===== src/rtl/rfm_pkg.sv =====
// Shared constants, control types and the microcode table of the
// reciprocal frequency meter. No dependencies.
package rfm_pkg;

    // Timestamp width default and fixed arithmetic constants
    localparam int TimeBitsDef = 32;
    localparam int RateBits    = 26;
    localparam int FreqBits    = 32;
    localparam int DivBits     = 32;
    localparam int CntBits     = $clog2(DivBits);
    localparam logic [RateBits-1:0] RateReset = RateBits'(1005000);
    localparam logic [RateBits-1:0] RateMax   = RateBits'(42949672);
    localparam logic [FreqBits-1:0] Scale     = FreqBits'(100);

    // Datapath operations
    localparam logic [2:0] OP_NOP     = 3'd0;
    localparam logic [2:0] OP_CAPTURE = 3'd1;  // take an input beat
    localparam logic [2:0] OP_DIFF    = 3'd2;  // delta, clear phase, load dividend
    localparam logic [2:0] OP_DIVSTEP = 3'd3;  // one restoring division bit
    localparam logic [2:0] OP_FREQWR  = 3'd4;  // store quotient as frequency
    localparam logic [2:0] OP_STORE   = 3'd5;  // store first edge time
    localparam logic [2:0] OP_BUTTON  = 3'd6;  // toggle source, clear
    localparam logic [2:0] OP_EMIT    = 3'd7;  // load output register

    // Jump conditions
    localparam logic [2:0] CND_NEVER    = 3'd0;
    localparam logic [2:0] CND_ALWAYS   = 3'd1;
    localparam logic [2:0] CND_IN_NONE  = 3'd2;
    localparam logic [2:0] CND_BUTTON   = 3'd3;
    localparam logic [2:0] CND_UNSEL    = 3'd4;
    localparam logic [2:0] CND_FIRST    = 3'd5;
    localparam logic [2:0] CND_DZERO    = 3'd6;
    localparam logic [2:0] CND_DIV_MORE = 3'd7;

    // Program steps
    localparam int StepBits = 4;
    localparam logic [StepBits-1:0] STEP_WAIT   = 4'd0;
    localparam logic [StepBits-1:0] STEP_KIND   = 4'd1;
    localparam logic [StepBits-1:0] STEP_SRC    = 4'd2;
    localparam logic [StepBits-1:0] STEP_PHASE  = 4'd3;
    localparam logic [StepBits-1:0] STEP_DIFF   = 4'd4;
    localparam logic [StepBits-1:0] STEP_DIV    = 4'd5;
    localparam logic [StepBits-1:0] STEP_FREQ   = 4'd6;
    localparam logic [StepBits-1:0] STEP_STORE  = 4'd7;
    localparam logic [StepBits-1:0] STEP_BUTTON = 4'd8;
    localparam logic [StepBits-1:0] STEP_EMIT   = 4'd9;
    localparam logic [StepBits-1:0] STEP_LOOP   = 4'd10;

    // One microcode word
    typedef struct packed {
        logic [2:0]          op;
        logic [2:0]          cond;
        logic                hold;    // emit step: stall while output is busy
        logic [StepBits-1:0] target;
    } ucode_t;

    // Sequencer to datapath
    typedef struct packed {
        logic [2:0] op;
    } ctrl_t;

    // Datapath to sequencer
    typedef struct packed {
        logic in_valid;
        logic is_button;
        logic unsel;
        logic first;
        logic dzero;
        logic div_more;
        logic out_busy;
    } status_t;

    // Program table
    function automatic ucode_t ucode_rom(input logic [StepBits-1:0] step);
        ucode_t w;
        w = '{op: OP_NOP, cond: CND_ALWAYS, hold: 1'b0, target: STEP_WAIT};
        unique case (step)
            STEP_WAIT:   w = '{OP_CAPTURE, CND_IN_NONE,  1'b0, STEP_WAIT};
            STEP_KIND:   w = '{OP_NOP,     CND_BUTTON,   1'b0, STEP_BUTTON};
            STEP_SRC:    w = '{OP_NOP,     CND_UNSEL,    1'b0, STEP_EMIT};
            STEP_PHASE:  w = '{OP_NOP,     CND_FIRST,    1'b0, STEP_STORE};
            STEP_DIFF:   w = '{OP_DIFF,    CND_DZERO,    1'b0, STEP_EMIT};
            STEP_DIV:    w = '{OP_DIVSTEP, CND_DIV_MORE, 1'b0, STEP_DIV};
            STEP_FREQ:   w = '{OP_FREQWR,  CND_ALWAYS,   1'b0, STEP_EMIT};
            STEP_STORE:  w = '{OP_STORE,   CND_ALWAYS,   1'b0, STEP_EMIT};
            STEP_BUTTON: w = '{OP_BUTTON,  CND_NEVER,    1'b0, STEP_WAIT};
            STEP_EMIT:   w = '{OP_EMIT,    CND_NEVER,    1'b1, STEP_EMIT};
            STEP_LOOP:   w = '{OP_NOP,     CND_ALWAYS,   1'b0, STEP_WAIT};
            default:     w = '{OP_NOP,     CND_ALWAYS,   1'b0, STEP_WAIT};
        endcase
        return w;
    endfunction

endpackage


===== src/rtl/rfm_seq.sv =====
// Microcode sequencer: step counter, program table lookup and jumps.
// Depends on rfm_pkg.
module rfm_seq (
    input  logic            clk,
    input  logic            rst_n,
    input  rfm_pkg::status_t status,
    output rfm_pkg::ctrl_t   ctrl
);

    logic [rfm_pkg::StepBits-1:0] step_reg;
    logic [rfm_pkg::StepBits-1:0] step_next;
    rfm_pkg::ucode_t              word;
    logic                         jump;

    // Current control word
    assign word    = rfm_pkg::ucode_rom(step_reg);
    assign ctrl.op = word.op;

    // Condition select
    always_comb
    begin
        unique case (word.cond)
            rfm_pkg::CND_NEVER:    jump = 1'b0;
            rfm_pkg::CND_ALWAYS:   jump = 1'b1;
            rfm_pkg::CND_IN_NONE:  jump = !status.in_valid;
            rfm_pkg::CND_BUTTON:   jump = status.is_button;
            rfm_pkg::CND_UNSEL:    jump = status.unsel;
            rfm_pkg::CND_FIRST:    jump = status.first;
            rfm_pkg::CND_DZERO:    jump = status.dzero;
            rfm_pkg::CND_DIV_MORE: jump = status.div_more;
            default:               jump = 1'b0;
        endcase
    end

    // Next step: hold, jump or fall through
    always_comb
    begin
        priority if (word.hold && status.out_busy)
            step_next = step_reg;
        else if (jump)
            step_next = word.target;
        else
            step_next = step_reg + 1'b1;
    end

    always_ff @(posedge clk or negedge rst_n)
    begin
        if (!rst_n)
            step_reg <= rfm_pkg::STEP_WAIT;
        else
            step_reg <= step_next;
    end

endmodule


===== src/rtl/rfm_dp.sv =====
// Datapath: meter state, rate register, bit-serial divider, output register.
// Depends on rfm_pkg; driven by rfm_seq.
module rfm_dp #(
    parameter int TIME_BITS = rfm_pkg::TimeBitsDef
) (
    input  logic                          clk,
    input  logic                          rst_n,
    input  rfm_pkg::ctrl_t                ctrl,
    output rfm_pkg::status_t              status,
    input  logic                          cfg_valid,
    output logic                          cfg_ready,
    input  logic [rfm_pkg::RateBits-1:0]  cfg_data,
    input  logic                          s_tvalid,
    output logic                          s_tready,
    input  logic [31:0]                   s_tdata,
    input  logic [1:0]                    s_tuser,
    output logic                          m_tvalid,
    input  logic                          m_tready,
    output logic [rfm_pkg::FreqBits-1:0]  m_tdata,
    output logic [1:0]                    m_tuser
);

    localparam int FB = rfm_pkg::FreqBits;
    localparam int CB = rfm_pkg::CntBits;

    // Configuration
    logic [rfm_pkg::RateBits-1:0] rate_reg;
    logic [rfm_pkg::RateBits-1:0] rate_eff;
    logic [FB-1:0]                num;

    // Meter state
    logic                 sel_reg, sel_next;
    logic                 pend_reg, pend_next;
    logic [TIME_BITS-1:0] first_reg, first_next;
    logic [FB-1:0]        freq_reg, freq_next;
    logic                 fresh_reg, fresh_next;

    // Captured beat
    logic                 cmd_reg, src_reg;
    logic [TIME_BITS-1:0] ts_reg;

    // Divider
    logic [TIME_BITS-1:0] dvsr_reg, dvsr_next;
    logic [TIME_BITS-1:0] rem_reg, rem_next;
    logic [FB-1:0]        quot_reg, quot_next;
    logic [CB-1:0]        cnt_reg, cnt_next;
    logic [TIME_BITS-1:0] delta;
    logic [TIME_BITS:0]   rem_sh;
    logic                 ge;

    // Output register
    logic          mv_reg, mv_next;
    logic [FB-1:0] mdata_reg;
    logic          msel_reg, mnew_reg;
    logic          accept;
    logic          emit;

    assign cfg_ready = 1'b1;
    assign s_tready  = (ctrl.op == rfm_pkg::OP_CAPTURE);
    assign accept    = s_tvalid && s_tready;

    // Clamp rate so rate * 100 fits the frequency width
    assign rate_eff = (rate_reg > rfm_pkg::RateMax) ? rfm_pkg::RateMax : rate_reg;
    assign num      = FB'(rate_eff) * rfm_pkg::Scale;

    // Wrapping period and one restoring step
    assign delta  = ts_reg - first_reg;
    assign rem_sh = {rem_reg, quot_reg[FB-1]};
    assign ge     = rem_sh >= {1'b0, dvsr_reg};

    // Status to the sequencer
    assign status.in_valid  = s_tvalid;
    assign status.is_button = cmd_reg;
    assign status.unsel     = (src_reg != sel_reg);
    assign status.first     = !pend_reg;
    assign status.dzero     = (delta == '0);
    assign status.div_more  = (cnt_reg != '0);
    assign status.out_busy  = mv_reg && !m_tready;

    assign emit = (ctrl.op == rfm_pkg::OP_EMIT) && !status.out_busy;

    // Next-state logic per operation
    always_comb
    begin
        sel_next   = sel_reg;
        pend_next  = pend_reg;
        first_next = first_reg;
        freq_next  = freq_reg;
        fresh_next = fresh_reg;
        dvsr_next  = dvsr_reg;
        rem_next   = rem_reg;
        quot_next  = quot_reg;
        cnt_next   = cnt_reg;
        unique case (ctrl.op)
            rfm_pkg::OP_CAPTURE:
            begin
                if (accept)
                    fresh_next = 1'b0;
            end
            rfm_pkg::OP_DIFF:
            begin
                pend_next = 1'b0;
                dvsr_next = delta;
                rem_next  = '0;
                quot_next = num;
                cnt_next  = CB'(rfm_pkg::DivBits - 1);
            end
            rfm_pkg::OP_DIVSTEP:
            begin
                rem_next  = ge ? TIME_BITS'(rem_sh - {1'b0, dvsr_reg})
                               : rem_sh[TIME_BITS-1:0];
                quot_next = {quot_reg[FB-2:0], ge};
                cnt_next  = cnt_reg - 1'b1;
            end
            rfm_pkg::OP_FREQWR:
            begin
                freq_next  = quot_reg;
                fresh_next = 1'b1;
            end
            rfm_pkg::OP_STORE:
            begin
                first_next = ts_reg;
                pend_next  = 1'b1;
            end
            rfm_pkg::OP_BUTTON:
            begin
                sel_next  = !sel_reg;
                pend_next = 1'b0;
                freq_next = '0;
            end
            rfm_pkg::OP_NOP,
            rfm_pkg::OP_EMIT:
            begin
            end
            default:
            begin
            end
        endcase
    end

    // Output valid
    always_comb
    begin
        priority if (emit)
            mv_next = 1'b1;
        else if (m_tready)
            mv_next = 1'b0;
        else
            mv_next = mv_reg;
    end

    // Control and state registers
    always_ff @(posedge clk or negedge rst_n)
    begin
        if (!rst_n)
        begin
            rate_reg  <= rfm_pkg::RateReset;
            sel_reg   <= 1'b0;
            pend_reg  <= 1'b0;
            first_reg <= '0;
            freq_reg  <= '0;
            fresh_reg <= 1'b0;
            cnt_reg   <= '0;
            mv_reg    <= 1'b0;
        end
        else
        begin
            if (cfg_valid && cfg_ready)
                rate_reg <= cfg_data;
            sel_reg   <= sel_next;
            pend_reg  <= pend_next;
            first_reg <= first_next;
            freq_reg  <= freq_next;
            fresh_reg <= fresh_next;
            cnt_reg   <= cnt_next;
            mv_reg    <= mv_next;
        end
    end

    // Payload registers
    always_ff @(posedge clk)
    begin
        if (accept)
        begin
            cmd_reg <= s_tuser[0];
            src_reg <= s_tuser[1];
            ts_reg  <= s_tdata[TIME_BITS-1:0];
        end
        dvsr_reg <= dvsr_next;
        rem_reg  <= rem_next;
        quot_reg <= quot_next;
        if (emit)
        begin
            mdata_reg <= freq_reg;
            msel_reg  <= sel_reg;
            mnew_reg  <= fresh_reg;
        end
    end

    assign m_tvalid = mv_reg;
    assign m_tdata  = mdata_reg;
    assign m_tuser  = {mnew_reg, msel_reg};

endmodule


===== src/rtl/reciprocal_frequency_meter.sv =====
// Top level of the two-source reciprocal frequency meter.
// Depends on rfm_pkg, rfm_seq and rfm_dp.
//
// Channel  Dir  Handshake             Payload
// s_*      in   s_tvalid / s_tready   tdata: timestamp; tuser: cmd, source
// m_*      out  m_tvalid / m_tready   tdata: freq_hundredths; tuser: selected_source,
//                                     new_reading
// cfg_*    in   cfg_valid / cfg_ready cfg_data: timer_rate_hz
//
// One beat at a time runs through the microcode program. Button and unselected
// edges, a first edge and a zero period skip the divider; a measurement runs it:
// the divider produces one quotient bit per cycle.
// Reset is asynchronous, active low; no clearing pass is needed.
// A result waits in the output register while the next beat is taken; the
// program stalls at its emit step only while that register is still full.
module reciprocal_frequency_meter #(
    parameter int TIME_BITS = rfm_pkg::TimeBitsDef
) (
    input  logic                         clk,
    input  logic                         rst_n,
    input  logic                         cfg_valid,
    output logic                         cfg_ready,
    input  logic [rfm_pkg::RateBits-1:0] cfg_data,   // timer_rate_hz
    input  logic                         s_tvalid,
    output logic                         s_tready,
    input  logic [31:0]                  s_tdata,    // [31:0] timestamp
    input  logic [1:0]                   s_tuser,    // [0] cmd, [1] source
    output logic                         m_tvalid,
    input  logic                         m_tready,
    output logic [rfm_pkg::FreqBits-1:0] m_tdata,    // [31:0] freq_hundredths
    output logic [1:0]                   m_tuser     // [0] selected_source, [1] new_reading
);

    rfm_pkg::ctrl_t   ctrl;
    rfm_pkg::status_t status;

    // Program sequencer
    rfm_seq u_seq (
        .clk    (clk),
        .rst_n  (rst_n),
        .status (status),
        .ctrl   (ctrl)
    );

    // Datapath
    rfm_dp #(
        .TIME_BITS (TIME_BITS)
    ) u_dp (
        .clk       (clk),
        .rst_n     (rst_n),
        .ctrl      (ctrl),
        .status    (status),
        .cfg_valid (cfg_valid),
        .cfg_ready (cfg_ready),
        .cfg_data  (cfg_data),
        .s_tvalid  (s_tvalid),
        .s_tready  (s_tready),
        .s_tdata   (s_tdata),
        .s_tuser   (s_tuser),
        .m_tvalid  (m_tvalid),
        .m_tready  (m_tready),
        .m_tdata   (m_tdata),
        .m_tuser   (m_tuser)
    );

endmodule


===== config.mk =====
export PLATFORM = sky130hd
export DESIGN_NAME = reciprocal_frequency_meter
export DESIGN_NICKNAME = d
export VERILOG_FILES = /design/src/rtl/rfm_pkg.sv /design/src/rtl/rfm_seq.sv /design/src/rtl/rfm_dp.sv /design/src/rtl/reciprocal_frequency_meter.sv
export SDC_FILE = /design/constraint.sdc
export NUM_CORES = 1
export LEC_CHECK = 0
export ABC_CLOCK_PERIOD_IN_PS = 7900
export BUFFER_PORTS_ARGS = -buffer_cell sky130_fd_sc_hd__buf_4
export CORE_ASPECT_RATIO = 1.75
export CORE_MARGIN = 8
export CORE_UTILIZATION = 55
export DETAILED_ROUTE_END_ITERATION = 16
export PLACE_DENSITY_LB_ADDON = 0.3
export SLEW_MARGIN = 20
export SYNTH_ARGS = -nofsm -noshare
export SYNTH_HDL_FRONTEND = slang
export SYNTH_HIERARCHICAL = 1
export SYNTH_SLANG_ARGS = --single-unit

===== constraint.sdc =====
create_clock -name clk -period 7.9 [get_ports clk]
set_clock_uncertainty 0.1 [all_clocks]
set_input_delay 0.79 -clock clk [delete_from_list [all_inputs] [get_ports clk]]
set_output_delay 0.79 -clock clk [all_outputs]
set_load 0.02 [all_outputs]

# [Word level (Yosys, flattened, before mapping)]
# Memory sizes are Yosys's and may differ from the RTL's.
# Index checks and enable logic that the tools add are counted.
[word_totals] regBits=267 latch_bits=0 ram_bits=0 mem_bits_ro=176 in_bits=65 out_inout_bits=37 elab_cells=74 mem_count=1
[memory_table] memory="(name not given)" depth=16 word_bits=11 rd=1 rd_ports_with_merged_regs=0 write_ports=0 line_no="rfm_pkg.sv:77" text="unique case (step)"
[classes] addsub=4 multipliers=1 div=0 order_cmp=2 eq_ne=16 shift=0 mux=13 bitwise=0 reduce_logical=19
[ops] operator="$pmux W32 S2" count=3
[ops] operator="$sub A32 B32 Y32" count=2
[ops] operator="$ge A33 B32 Y1" count=1
[ops] operator="$logic_not A32 Y1" count=1
[ops] operator="$mux W32" count=1
[ops] operator="$mul A26 B5 Y30 const B" count=1
[ops] operator="$gt A26 B26 Y1 const B" count=1
[ops] operator="$mux W26" count=1
[ops] operator="$eq A3 B3 Y1 const B" count=8
[ops] operator="$eq A3 B2 Y1 const B" count=4
[ops] operator="$pmux W5 S2" count=1
[ops] operator="$reduce_bool A2 Y1" count=5
[ops] operator="$pmux W1 S8" count=1
[ops] operator="$eq A3 B1 Y1 const B" count=2
[ops] operator="$logic_not A1 Y1" count=5
[ops] operator="$reduce_bool A5 Y1" count=1
[ops] operator="$sub A5 B1 Y5 const B" count=1
[ops] operator="$add A4 B1 Y4 const B" count=1
[ops] operator="$logic_and A1 B1 Y1" count=4
[ops] operator="$mux W4" count=1
[ops] operator="$pmux W1 S2" count=2
[ops] operator="$logic_not A3 Y1" count=1
[ops] operator="$mux W1" count=3
[ops] operator="$ne A2 B2 Y1 const B" count=1
[ops] operator="other kinds (3)" count=3

# [Longest topological paths before layout]
# Gate-level depths: netlist of run 1.
[depth] word_depth=5 mapped_depth=28 mapped_depth_nobuf=24

# [Cells and area by module]
# Netlist of run 1, hierarchy kept.
[modules_own_cells] module="rfm_dp" instances=1 cells_each=1583 area_per_inst_um2=16263.1 seq_area_each_um2=7415.9
[modules_own_cells] module="rfm_seq" instances=1 cells_each=69 area_per_inst_um2=569.3 seq_area_each_um2=100.1

# [Worst setup path before layout of run 1]
# OpenSTA, ideal clock, no wires.
[synth_path] path_kind="register to register" start="register u_dp/rate_reg[10] (netlist bit)" end="register u_dp.quot_reg[28], data pin" t_arrival_ps=5336 t_required_ps=7529 slack_ps=2194 path_stages_with_launch=26 path_buffers=2 path_cell_list="dfstp_2 -> nand4b_1 -> nor4_1 -> a21oi_1 -> o21ai_0 -> a21oi_1 -> or2_2 -> clkbuf_1 -> clkbuf_1 -> and2_1 -> ha_1 -> ha_1 -> inv_1 -> fa_1 -> inv_1 -> ha_1 -> a211o_1 -> o211ai_1 -> a21oi_1 -> o31ai_1 -> a211oi_1 -> o311ai_1 -> a21boi_0 -> o31ai_1 -> xor2_1 -> a21oi_1"
[synth_via] elab_chain_cells=4
[synth_rtl] element="start: declaration" line_no="rfm_dp.sv:27" text="logic [rfm_pkg::RateBits-1:0] rate_reg;"
[synth_rtl] element="start signal: assignment" line_no="rfm_dp.sv:157" text="rate_reg <= rfm_pkg::RateReset;"
[synth_rtl] element="start signal: assignment" line_no="rfm_dp.sv:169" text="rate_reg <= cfg_data;"
[synth_rtl] element="$gt A26 B26 Y1" line_no="rfm_dp.sv:63" text="assign rate_eff = (rate_reg > rfm_pkg::RateMax) ? rfm_pkg::RateMax : rate_reg;"
[synth_rtl] element="$mux W26 *" line_no="rfm_dp.sv:63"
[synth_rtl] element="$mul A26 B5 Y30 *" line_no="rfm_dp.sv:64" text="assign num = FB'(rate_eff) * rfm_pkg::Scale;"
[synth_rtl] element="$pmux W32 S2 *" line_no="rfm_dp.sv:94" text="unique case (ctrl.op)"
[synth_rtl] element="via u_dp.quot_next[28]" line_no="rfm_dp.sv:45" text="logic [FB-1:0] quot_reg, quot_next;"
[synth_rtl] element="end signal: assignment" line_no="rfm_dp.sv:191" text="quot_reg <= quot_next;"
[synth_rtl] element="end: declaration" line_no="rfm_dp.sv:45"
# Mark *: on every way through the listed nets, which the timed path passes. The rest lies on a longest branch.
# A chain may end at the register's enable or synchronous reset.

# [Final worst setup path of run 1]
# Same ends and word-level chain as after synthesis.

==> run summary, run 1 <==
The run finished with clean final reports. By startpoint and endpoint, the worst setup path is classified as flip-flop to flip-flop. TritonCTS built the clock tree.

Synthesis handed over a netlist of between 1500 and 2000 instances. The worst slew margin relative to its limit came out at between 30% and 40%. The internal power contribution came out at between 4000 and 5000 uW. STA classifies the critical path endpoint as a flip-flop. STA classifies the critical path startpoint as a flip-flop. The number of clock sinks seen by CTS is between 200 and 300. The clock passes through at most 3 buffers. The via density per instance is between 5 and 6. The first-pass iteration count of the detailed router came out at 5. The initial antenna violation count is 0. Clock-pin slew was measured on the worst setup and hold paths at 0.07 ns. Across the VDD grid, the largest voltage drop is 0.2955 mV. The number of global-route vias before repair came to about 12000. The number of max-cap violations came out at 0. The clock root buffer master is sky130_fd_sc_hd__clkbuf_16.

Setup repair after global routing left no endpoint under its margin. The worst path setup slack after routing is 1.505 ns. Along the worst path, the maximum fanout reaches 30.

The number of diodes added for antenna fixing is 0. The layer flagged by global routing as most heavily used is met2. The total overflow reported by the global router came out at 0.

The core footprint is 30420 um^2. The cell leakage power came out at between 0.008 and 0.009 uW. The die covers between 30000 and 40000 um^2. Overall power consumption after layout is estimated at ~8600 uW. The wire length per cell came out at ~17 um. The I/O pin count is around 100.

The number of hold buffers added after CTS came out at 0. The sum of routed wire length over all layers came out at between 30000 and 40000 um. The total number of vias came out at approximately 12000. Traced cell by cell, the critical path runs through nand4b_1 > nor4_1 > a21oi_1 > o21ai_0 > a21oi_1 > or2_2 > and2_1 > ha_1 > ha_1 > inv_1 > fa_1 > inv_1 > ha_1 > o21a_1 > o21ai_0 > a21oi_1 > o31ai_1 > a211oi_1 > o311ai_1 > a21boi_0 > o31ai_1 > xor2_1 > a21oi_1. The synthesized cell area came out at 16830 um^2. The number of input and output port buffers inserted is 100. The global-route usage over all layers came out at between 10% and 20%.

The maximum number of pins on one net before global-route repair came out at 77. The shortest clock period the worst path allows after layout is 6.395 ns. Cells fill 61.38% of the core in the end.

The slowest stage of the critical path is the sky130_fd_sc_hd__dfstp_2 cell. The site row count is 85. The slew at the pin closest to its max-slew limit is approximately 1 ns.

The area growth from synthesis to layout came out at 10.91%. The share of synthesized area occupied by flip-flops and latches came out at between 40 and 50%. The share of the clock period used by the worst path came out at between 80% and 90%. Among the stages of the critical path, the cell type that occurs most often is sky130_fd_sc_hd__a21oi_1. Global routing used a little under a fifth of the available met1 tracks. The top cell types in the final layout, fill and taps aside, are 192 x sky130_fd_sc_hd__inv_1, 164 x sky130_fd_sc_hd__edfxtp_1, 148 x sky130_fd_sc_hd__ha_1. The share of post-route cells with drive strength above 1 came out at 14.13%.

Dividing the synthesized area by the synthesized cell count gives between 10 and 15 um^2. The final setup violation count came out at 0. The required arrival time at the worst endpoint is approximately 8.1 ns. The Yosys step of the flow raised 6 warnings. The max-slew violation count is 0. The final hold violation count is 0. The final estimated routing congestion in global placement is around 0.9. The die span in x is roughly 150 um. For this run, global-route usage on met2 was measured as 40.54%. The power dissipated by switching net loads came out at around 3700 uW.

Once the floorplan was initialized, standard cells occupied 55.34% of the core. The number of nets at the end of the flow came out at about 2000. The post-synthesis register bit count is 267. The power per cell area is ~460 nW/um^2.

The commonest non-fill, non-tap cell in the layout is sky130_fd_sc_hd__inv_1. The part of the power in registers is 29.2%. For the worst-skew pair, the clock arrives at the later sink with an insertion delay of between 0.5 and 0.6 ns.

The wire length of the first global-routing pass came out at 58970 um. TritonCTS created 24 clock buffers. Synthesis instantiated 76 different standard cells from the library. Among all flip-flop cells after synthesis, the most frequent one is sky130_fd_sc_hd__edfxtp_1. The clock network fraction of design power is 13.6%. In this run the number of H-tree levels came out at 1.

In this run, post-CTS repair resized a total of 0 instances. The HPWL reported at the end of detailed placement came out at 28280 um. For this block, the initial DRC count from the detailed router was 451. Of the total power, combinational logic draws 57.2%. For the worst setup path, the data arrival time is between 6 and 7 ns. Adding up every negative setup slack in the final design gives 0 ns.

The proportion of register bits with asynchronous set or reset after synthesis is 38.58%. The switching power share of the total is 43.23%. The delay contributed by the slowest stage of the critical path is 0.56 ns.

The remaining antenna violation count after routing came out at 0. The die is between 200 and 250 um tall. The type of the most critical hold path is input pin to async pin. At the placement stage, the worst setup path has a slack of between 1.5 and 2 ns. The number of nets produced by synthesis is about 1900. The number of design rule violations left after detail routing is 0.

Post-CTS timing repair inserted 0 buffers for setup. Counting flops with a built-in enable in the synthesized netlist gives 164. The met3 usage in global routing came out at between 2 and 2.5%. The achievable frequency is around 0.16 GHz.
[metrics by stage]
stage,std cells,hold slack [ns],cell area [um^2]
floorplan,1652,0.3248,16830
global placement,2089,0.3301,17890
detailed placement,2089,0.3338,17890
CTS,2132,0.07583,18670
global route,2132,0.09483,18670
finish,2132,0.06868,18670
[cell type report]
cell class,instances,area (um^2)
Clock buffer,33,654.4
Sequential cell,267,7516
Multi-Input combinational cell,1127,8332
Timing Repair Buffer,110,825.8
Inverter,194,728.2
Clock inverter,10,123.9
Fill cell,2580,11750
Tap cell,391,489.2
[worst max-delay path: cells and delay by family (launching register included)]
kind,cells,cell delay (ns)
AO/OA/AOI/OAI,12,2.54
AND/OR/NAND/NOR,4,1.24
XOR/XNOR,1,0.17
adder cells (fa/ha/maj),4,1.42
flip-flops,1,0.56
buffers and inverters,2,0.09
[cell usage after synthesis (18+ instances only)]
cell                       count  area, um^2
sky130_fd_sc_hd__a21o_1       37       277.8
sky130_fd_sc_hd__a21oi_1      95       475.5
sky130_fd_sc_hd__and3_1       18       112.6
sky130_fd_sc_hd__clkbuf_1     51       191.4
sky130_fd_sc_hd__dfrtp_1      92        2302
sky130_fd_sc_hd__edfxtp_1    164        4925
sky130_fd_sc_hd__fa_1         22       440.4
sky130_fd_sc_hd__ha_1        148        1852
sky130_fd_sc_hd__inv_1       192       720.7
sky130_fd_sc_hd__mux2_2       56       630.6
sky130_fd_sc_hd__mux2i_1      31       310.3
sky130_fd_sc_hd__nand2_1     144       540.5
sky130_fd_sc_hd__nand2b_1     23       143.9
sky130_fd_sc_hd__nand3_1      38       190.2
sky130_fd_sc_hd__nor2_1      110       412.9
sky130_fd_sc_hd__nor3_1       22       110.1
sky130_fd_sc_hd__o21ai_0      92       460.4
sky130_fd_sc_hd__xnor2_1      48       420.4
sky130_fd_sc_hd__xor2_1       38       332.8
[power by group through the flow]
stage	sequential [uW]	combinational, uW	clock, uW
4_1_cts	2510	4920	1200
6_report	2510	4920	1170
3_3_place_gp	2510	4780	0
3_5_place_dp	2530	4880	0
5_1_grt	2570	5470	1250
2_1_floorplan	2470	3830	0
[final timing paths]
check | start | slack [ns] | end | cells after the start
max | u_dp/rate_reg[10]$_DFFE_PN1P_ | 1.51 | u_dp/quot_reg[28]$_DFFE_PP_ | 23
min | rst_n | 0.07 | u_dp/first_reg[2]$_DFFE_PN0P_ | 1
max reg2reg | u_dp/rate_reg[10]$_DFFE_PN1P_ | 1.51 | u_dp/quot_reg[28]$_DFFE_PP_ | 23
min reg2reg | u_dp/freq_reg[19]$_DFFE_PN0P_ | 0.35 | u_dp/m_tdata[19]$_DFFE_PP_ | 0
max in group asynchronous | rst_n | 6.34 | u_seq/step_reg[2]$_DFFE_PN0N_ | 2
min in group clk | s_tdata[2] | 0.32 | u_dp/ts_reg[2]$_DFFE_PP_ | 1
[cell families after synthesis]
family | synth area share (%)
mux | 5.590
buf+inv | 5.976
flops | 44.65
compound gates | 13.71
simple gates | 11.96
fa+ha+maj | 13.62
xor+xnor | 4.475
other cells | 0.02228
[metal layers]
layer | wire, um | up-vias | share of wire, %
li1 | - | 5916 | -
met1 | 12340 | 5737 | 34
met2 | 20810 | 259 | 57
met3 | 1275 | 106 | 3.5
met4 | 1892 | 0 | 5.2
met5 | 0 | - | 0
(Power assumes the default switching activity.)
==> inputs of run 2 (changes only) <==
--- a/config.mk
+++ b/config.mk
@@ -5,7 +5,7 @@
 export SDC_FILE = /design/constraint.sdc
 export NUM_CORES = 1
 export LEC_CHECK = 0
-export ABC_CLOCK_PERIOD_IN_PS = 7900
+export ABC_CLOCK_PERIOD_IN_PS = 5100
 export BUFFER_PORTS_ARGS = -buffer_cell sky130_fd_sc_hd__buf_4
 export CORE_ASPECT_RATIO = 1.75
 export CORE_MARGIN = 8
==> constraint.sdc (replaced) <==
create_clock -name clk -period 5.1 [get_ports clk]
set_clock_uncertainty 0.1 [all_clocks]
set_input_delay 0.51 -clock clk [delete_from_list [all_inputs] [get_ports clk]]
set_output_delay 0.51 -clock clk [all_outputs]
set_load 0.02 [all_outputs]
==> run 2 against run 1 <==
Against the previous run: the run now ends with setup timing left; cell count grew 3.9%; combinational power grew 68%; worst hold slack lost 0.028 ns; cell area grew 5.4%; critical path type unchanged; via count grew 3.1%; maximum frequency grew 25%; non-clock buffer count grew 80; largest power group unchanged; register-to-register slack lost 1.5 ns; worst setup slack lost 1.5 ns; critical endpoint is now u_dp/quot_reg[30]$_DFFE_PP_.
==> run summary, run 2 (synthesis results as in run 1) <==
The total die area is 36680 um^2 (unchanged). The wire length per cell is 17.00 um (was 17.04 um). The worst path setup slack after routing was -0.03558 ns (was 1.505 ns).

The number of nets at the end of the flow came to 2041 (was 1959). The number of buffers on the longest clock path is 3 (unchanged). The non-filler instance count after layout was 2216 (was 2132).

The CTS tree is yes (unchanged). The cell with the biggest individual delay on the critical path is sky130_fd_sc_hd__dfstp_2 (unchanged). The count of fill cells added during filler insertion was 2451 (was 2580).

The final reports fail on setup timing. The number of global-route vias before repair was 12740 (was 12500). The maximum number of pins on one net before global-route repair came out at 75 (was 77). The worst endpoint data arrival time is 5.30 ns (was 6.56 ns).

The achievable frequency is 0.1947 GHz (was 0.1564 GHz). The clock root buffer master was sky130_fd_sc_hd__clkbuf_16 (unchanged). The pre-CTS worst setup slack came out at -0.3426 ns (was 1.623 ns).

The kind of end point of the critical path was a flip-flop (unchanged). The slew at the pin closest to its max-slew limit is 1.043 ns (was 1.004 ns). The total number of vias is 12390 (was 12020).

The global-route usage over all layers was 20.37% (was 19.82%). Outcome: complete, but fails checks (was completed). Cells traversed along the worst timing path: nand4b_1 > nor4_2 > a21oi_1 > o21ai_1 > a21oi_2 > or2_4 > and2_4 > ha_1 > ha_1 > ha_2 > fa_2 > a211o_1 > o211ai_1 > a21oi_2 > o31ai_4 > a211oi_2 > buf_4 > o31ai_4 > nand2b_1 > a31oi_1 > xor2_1 > a21oi_1 (was nand4b_1 > nor4_1 > a21oi_1 > o21ai_0 > a21oi_1 > or2_2 > and2_1 > ha_1 > ha_1 > inv_1 > fa_1 > inv_1 > ha_1 > o21a_1 > o21ai_0 > a21oi_1 > o31ai_1 > a211oi_1 > o311ai_1 > a21boi_0 > o31ai_1 > xor2_1 > a21oi_1). The number of max-cap violations is 0 (unchanged). The die span in x came to 148.2 um (unchanged). The family with the most delay on the worst path is compound AO/OA/AOI/OAI gates (unchanged).

The clock input transition at the sequential cells of the worst setup and hold paths was 0.07 ns (about the same). The cell leakage power is 0.008771 uW (was 0.008326 uW). The vertical die dimension is 247.4 um (unchanged). The effective utilization at floorplan is 55.34% (unchanged). The via density per instance is 5.590 (was 5.637). The required arrival time at the worst endpoint is 5.26 ns (was 8.07 ns). The HPWL reported at the end of detailed placement is 29320 um (was 28280 um).

The area growth from synthesis to layout is 16.90% (was 10.91%). The maximum fanout encountered on the critical timing path was 6 (was 30). The cell total after placement came out at 2163 (was 2089). RSZ-0062 raised after global routing: true (was false). The share of post-route cells with drive strength above 1 is 21.15% (was 14.13%).

The violation count after the first detailed-routing iteration came out at 417 (was 451). The I/O pin count was 102 (unchanged). The number of input and output port buffers inserted is 100 (unchanged).

The first-pass iteration count of the detailed router came out at 5 (unchanged). The wire length of the first global-routing pass is 60270 um (was 58970 um). The number of clock sinks seen by CTS was 267 (unchanged).

The share of the clock period used by the worst path came out at 100.7% (was 80.95%). The shortest clock period the worst path allows after layout is 5.136 ns (was 6.395 ns). The sum of routed wire length over all layers came to 37670 um (was 36320 um). The maximum resistive drop on vdd is 0.4911 mV (was 0.2955 mV). The site row count is 85 (unchanged). The initial antenna violation count came out at 0 (unchanged). The type of the most critical hold path is input pin to flip-flop (was input pin to async pin). The TritonCTS buffer count was 25 (was 24). The max-slew violation count was 0 (unchanged). The final setup violation count was 1 (was 0). The number of diodes added for antenna fixing is 0 (unchanged).

The core footprint is 30420 um^2 (unchanged). The total overflow reported by the global router came to 0 (unchanged). The type of the worst setup path is flip-flop to flip-flop (unchanged).

Commonest cells after routing, fill and taps aside: 188 x sky130_fd_sc_hd__buf_4, 188 x sky130_fd_sc_hd__inv_1, 164 x sky130_fd_sc_hd__edfxtp_1 (was 192 x sky130_fd_sc_hd__inv_1, 164 x sky130_fd_sc_hd__edfxtp_1, 148 x sky130_fd_sc_hd__ha_1). The worst slew margin relative to its limit is 29.74% (was 33.04%). The number of design rule violations left after detail routing is 0 (unchanged). The remaining antenna violation count after routing is 0 (unchanged). The sum of buffers and inverters on the critical path is 1 (was 2). The maximum level of the CTS H-tree was 1 (unchanged).

The delay contributed by the slowest stage of the critical path is 0.54 ns (was 0.56 ns). The power per cell area is 711.3 nW/um^2 (was 460.7 nW/um^2). The later-pin clock latency in the skew report came to 0.55 ns (about the same). The final estimated routing congestion in global placement was 0.9109 (was 0.9121). The final hold violation count came out at 0 (unchanged). The critical path startpoint category is a flip-flop (unchanged).
## run 2: worst paths after layout
kind	from	end	slack [ns]	depth (start not counted)
worst max-delay path	u_dp/rate_reg[14]$_DFFE_PN1P_	u_dp/quot_reg[30]$_DFFE_PP_	-0.04	22
worst min-delay path	s_tdata[0]	u_dp/ts_reg[0]$_DFFE_PP_	0.04	1
worst max register to register	u_dp/rate_reg[14]$_DFFE_PN1P_	u_dp/quot_reg[30]$_DFFE_PP_	-0.04	22
worst min register to register	u_dp/freq_reg[9]$_DFFE_PN0P_	u_dp/m_tdata[9]$_DFFE_PP_	0.35	0
max in group asynchronous	rst_n	u_dp/freq_reg[18]$_DFFE_PN0P_	3.32	3
min in group asynchronous	rst_n	u_dp/first_reg[23]$_DFFE_PN0P_	0.48	2
## run 2: what timing repair did
item	CTS	global route
hold buffers	1	0
endpoints found under the setup margin	10	13
hold endpoints to repair	47	0
pin swaps	28	11
cloned	1	0
buffers inserted	2	3
gates resized for setup	32	31
## run 2: stage by stage
stage                     total power (uW)  instance area (um^2)    TNS, ns  util, %  hold WS (ns)
after floorplan                       9798                 16940  -0.007349        -        0.1144
after global placement               11600                 18530    -0.6083    60.92        0.3301
after detailed placement             11820                 18530     -1.604    60.92        0.3302
after CTS                            13850                 19530    -0.5367    64.19       0.01556
after global routing                 15060                 19680     -1.602    64.69       0.02377
final                                14000                 19680   -0.03558    64.69       0.04051
## run 2: power by group
group / leakage [uW] / switching, uW / internal [uW] / total (uW)
sequential: 0.00278 / 376 / 3480 / 3860
combinational: 0.00559 / 4820 / 3450 / 8270
clock: 0.000393 / 829 / 1030 / 1860
total: 0.00877 / 6020 / 7970 / 14000
## run 2: area by class of cell
type	count	area (um^2)	share of cell area, %
Timing Repair Buffer	190	1441	7.325
Inverter	194	728.2	3.701
Multi-Input combinational cell	1128	8683	44.13
Tap cell	391	489.2	2.486
Sequential cell	267	7516	38.20
Clock buffer	29	650.6	3.307
Clock inverter	17	167.7	0.8521
## run 2: layer usage
layer | wire, um | vias up | share of wire, % | GRT usage, %
met5 | 0 | - | 0 | 0
met4 | 2481 | 0 | 6.6 | 13.71
met3 | 1280 | 124 | 3.4 | 2.300
met2 | 21300 | 304 | 57 | 41.05
met1 | 12600 | 5864 | 33 | 18.30
li1 | - | 6096 | - | -
==> inputs of run 3 (changes only) <==
--- a/config.mk
+++ b/config.mk
@@ -12,6 +12,7 @@
 export CORE_UTILIZATION = 55
 export DETAILED_ROUTE_END_ITERATION = 16
 export PLACE_DENSITY_LB_ADDON = 0.3
+export RECOVER_POWER = 25
 export SLEW_MARGIN = 20
 export SYNTH_ARGS = -nofsm -noshare
 export SYNTH_HDL_FRONTEND = slang
==> run 3 against run 2 <==
Against the previous run: the run ends with capacitance limit, slew limit, setup timing left; wire length is 0.10% higher; die area stayed put; cell area shrank 0.29%; core utilization fell by 0.19 points; via count down 0.13%; sequential share of layout area grew 0.11 points; clock power about the same; non-clock buffer count did not move; worst setup slack got worse by 0.013 ns; global-route usage unchanged.
==> run summary, run 3 (synthesis results as in run 1) <==
Outcome: complete, but fails checks (unchanged). Failing checks: capacitance limit, slew limit, setup timing (was setup timing). The worst endpoint data arrival time is 5.31 ns (was 5.30 ns). The final setup violation count is 2 (was 1). The wire length of the first global-routing pass was 60270 um (unchanged). The worst path setup slack after routing is -0.04814 ns (was -0.03558 ns). The cell with the biggest individual delay on the critical path is sky130_fd_sc_hd__dfstp_2 (unchanged).

The kind of end point of the critical path was a flip-flop (unchanged). The number of diodes added for antenna fixing was 0 (unchanged). The critical register-to-register path endpoint was u_dp/quot_reg[30]$_DFFE_PP_ (unchanged). The count of fill cells added during filler insertion came out at 2470 (was 2451). The die span in x came out at 148.2 um (unchanged). The final hold violation count is 0 (unchanged). The CTS tree is yes (unchanged). The count of cells along the worst register-to-register path was 22 (unchanged). The type of the most critical hold path is input pin to flip-flop (unchanged). The required arrival time at the worst endpoint was 5.26 ns (about the same). The number of input and output port buffers inserted is 100 (unchanged). The maximum resistive drop on vdd is 0.4904 mV (was 0.4911 mV). The startpoint of the most critical setup path is u_dp/rate_reg[14]$_DFFE_PN1P_ (unchanged).

Cells traversed along the worst timing path: nand4b_1 > nor4_2 > a21oi_1 > o21ai_1 > a21oi_2 > or2_4 > and2_4 > ha_1 > ha_1 > ha_2 > fa_2 > a211o_1 > o211ai_1 > a21oi_2 > o31ai_4 > a211oi_2 > buf_4 > o31ai_4 > nand2b_1 > a31oi_1 > xor2_1 > a21oi_1 (unchanged). The remaining antenna violation count after routing was 0 (unchanged). The number of design rule violations left after detail routing is 0 (unchanged). Leaving out fill and tap cells, the most frequent cell in the layout is sky130_fd_sc_hd__inv_1. The power per cell area is 712.7 nW/um^2 (was 711.3 nW/um^2). The logic depth of the worst setup path including buffers came out at 22 (unchanged).

The first-pass iteration count of the detailed router is 5 (unchanged). The maximum fanout encountered on the critical timing path came out at 6 (unchanged). The slew at the pin closest to its max-slew limit came out at 3.367 ns (was 1.043 ns). The shortest clock period the worst path allows after layout came out at 5.148 ns (was 5.136 ns). Commonest cells after routing, fill and taps aside: 188 x sky130_fd_sc_hd__inv_1, 164 x sky130_fd_sc_hd__edfxtp_1, 139 x sky130_fd_sc_hd__buf_4, 139 x sky130_fd_sc_hd__nand2_1, 134 x sky130_fd_sc_hd__ha_1 (was 188 x sky130_fd_sc_hd__buf_4, 188 x sky130_fd_sc_hd__inv_1, 164 x sky130_fd_sc_hd__edfxtp_1). The initial antenna violation count came out at 0 (unchanged).

The minimum setup slack among reg-to-reg paths is -0.05 ns (was -0.04 ns). The total overflow reported by the global router is 0 (unchanged). The type of the worst setup path is flip-flop to flip-flop (unchanged). The TritonCTS buffer count is 25 (unchanged). The wire length per cell is 17.01 um (was 17.00 um). The violation count after the first detailed-routing iteration came to 422 (was 417).

The sum of routed wire length over all layers was 37700 um (was 37670 um). The number of clock sinks seen by CTS was 267 (unchanged). The total negative setup slack came to -0.05867 ns (was -0.03558 ns).

The family with the most delay on the worst path is compound AO/OA/AOI/OAI gates (unchanged). The number of global-route vias before repair is 12740 (unchanged). The share of post-route cells with drive strength above 1 came out at 20.16% (was 21.15%). The clock root buffer master is sky130_fd_sc_hd__clkbuf_16 (unchanged). The total number of vias was 12370 (was 12390). The achievable frequency is 0.1942 GHz (was 0.1947 GHz). The sum of buffers and inverters on the critical path came out at 1 (unchanged). The total die area came to 36680 um^2 (unchanged).

The delay contributed by the slowest stage of the critical path was 0.54 ns (about the same). The number of buffers on the longest clock path is 3 (unchanged). The cell leakage power is 0.008708 uW (was 0.008771 uW). The final estimated routing congestion in global placement is 0.9109 (unchanged). The destination of the critical timing path is u_dp/quot_reg[30]$_DFFE_PP_ (unchanged). The instance area at placement is 18530 um^2 (unchanged). The I/O pin count was 102 (unchanged). The via density per instance is 5.583 (was 5.590). The site row count came out at 85 (unchanged). The maximum level of the CTS H-tree was 1 (unchanged). The worst slew margin relative to its limit came to -124.5% (was 29.74%). RSZ-0062 raised after global routing: true (unchanged).

The core footprint came out at 30420 um^2 (unchanged). The vertical die dimension is 247.4 um (unchanged). The share of the clock period used by the worst path is 100.9% (was 100.7%). The HPWL reported at the end of detailed placement came out at 29320 um (unchanged). The clock input transition at the sequential cells of the worst setup and hold paths is 0.07 ns (about the same). The later-pin clock latency in the skew report is 0.55 ns (about the same). The global-route usage over all layers was 20.37% (unchanged).

The maximum number of pins on one net before global-route repair is 75 (unchanged). The number of nets at the end of the flow was 2041 (unchanged). The number of max-cap violations is 1 (was 0).

The final core utilization is 64.50% (was 64.69%). The design area is 19620 um^2 (was 19680 um^2). The effective utilization at floorplan is 55.34% (unchanged). The critical path startpoint category is a flip-flop (unchanged).

The area growth from synthesis to layout is 16.56% (was 16.90%). The worst flop-to-flop path startpoint is u_dp/rate_reg[14]$_DFFE_PN1P_ (unchanged). The max-slew violation count was 60 (was 0).
-- run 3: how the worst min path moves through the flow --
stage | start | to | slack [ns] | depth (start not counted)
floorplan | rst_n | u_dp/cnt_reg[0]$_DFFE_PN0P_ | 0.11 | 0
global placement | u_dp/freq_reg[7]$_DFFE_PN0P_ | u_dp/m_tdata[7]$_DFFE_PP_ | 0.33 | 0
detailed placement | u_dp/freq_reg[21]$_DFFE_PN0P_ | u_dp/m_tdata[21]$_DFFE_PP_ | 0.33 | 0
CTS | s_tdata[11] | u_dp/ts_reg[11]$_DFFE_PP_ | 0.02 | 1
global route | s_tdata[31] | u_dp/ts_reg[31]$_DFFE_PP_ | 0.05 | 1
finish | s_tdata[8] | u_dp/ts_reg[8]$_DFFE_PP_ | 0.06 | 1
-- run 3: through the flow --
stage	std cells	power [uW]	hold slack (ns)	setup slack, ns
after floorplan	1652	9798	0.1144	-0.007349
after global placement	2163	11600	0.3301	-0.2083
after detailed placement	2163	11820	0.3302	-0.3426
after CTS	2213	13850	0.01556	-0.2108
after global routing	2216	15040	0.04589	-0.2449
final	2216	13980	0.06175	-0.04814
-- run 3: layout make-up --
cell class | count | area (um^2) | share of cell area, %
multi-input cells | 1128 | 8683 | 44.26
flip-flops and latches | 267 | 7516 | 38.31
repair buffers | 190 | 1385 | 7.059
inverters | 194 | 728.2 | 3.711
clock buffers | 29 | 650.6 | 3.316
well taps | 391 | 489.2 | 2.493
clock inverters | 17 | 167.7 | 0.8545
-- run 3: report_power, final --
part / leakage, uW / switching (uW) / internal (uW)
Sequential: 0.00278 / 375 / 3480
Clock: 0.000393 / 830 / 1030
Combinational: 0.00553 / 4820 / 3440
Total: 0.00871 / 6020 / 7960
-- run 3: timing repair --
item | 4_1_cts | 5_1_grt
gates cloned | 1 | 0
hold buffers | 1 | 0
resized for setup | 32 | 31
endpoints found under the hold margin | 47 | 0
setup buffers | 2 | 3
pin swaps | 28 | 11
setup endpoints to repair | 10 | 13
-- run 3: per-layer routing --
metal  wire [um]  share of wire (%)  track usage (%)  vias to the layer above
met5           0                  0                0                        -
met4        2502                6.6            13.71                        0
met3        1228                3.3            2.300                      124
met2       21290                 56            41.05                      284
met1       12680                 34            18.30                     5866
li1            -                  -                -                     6098
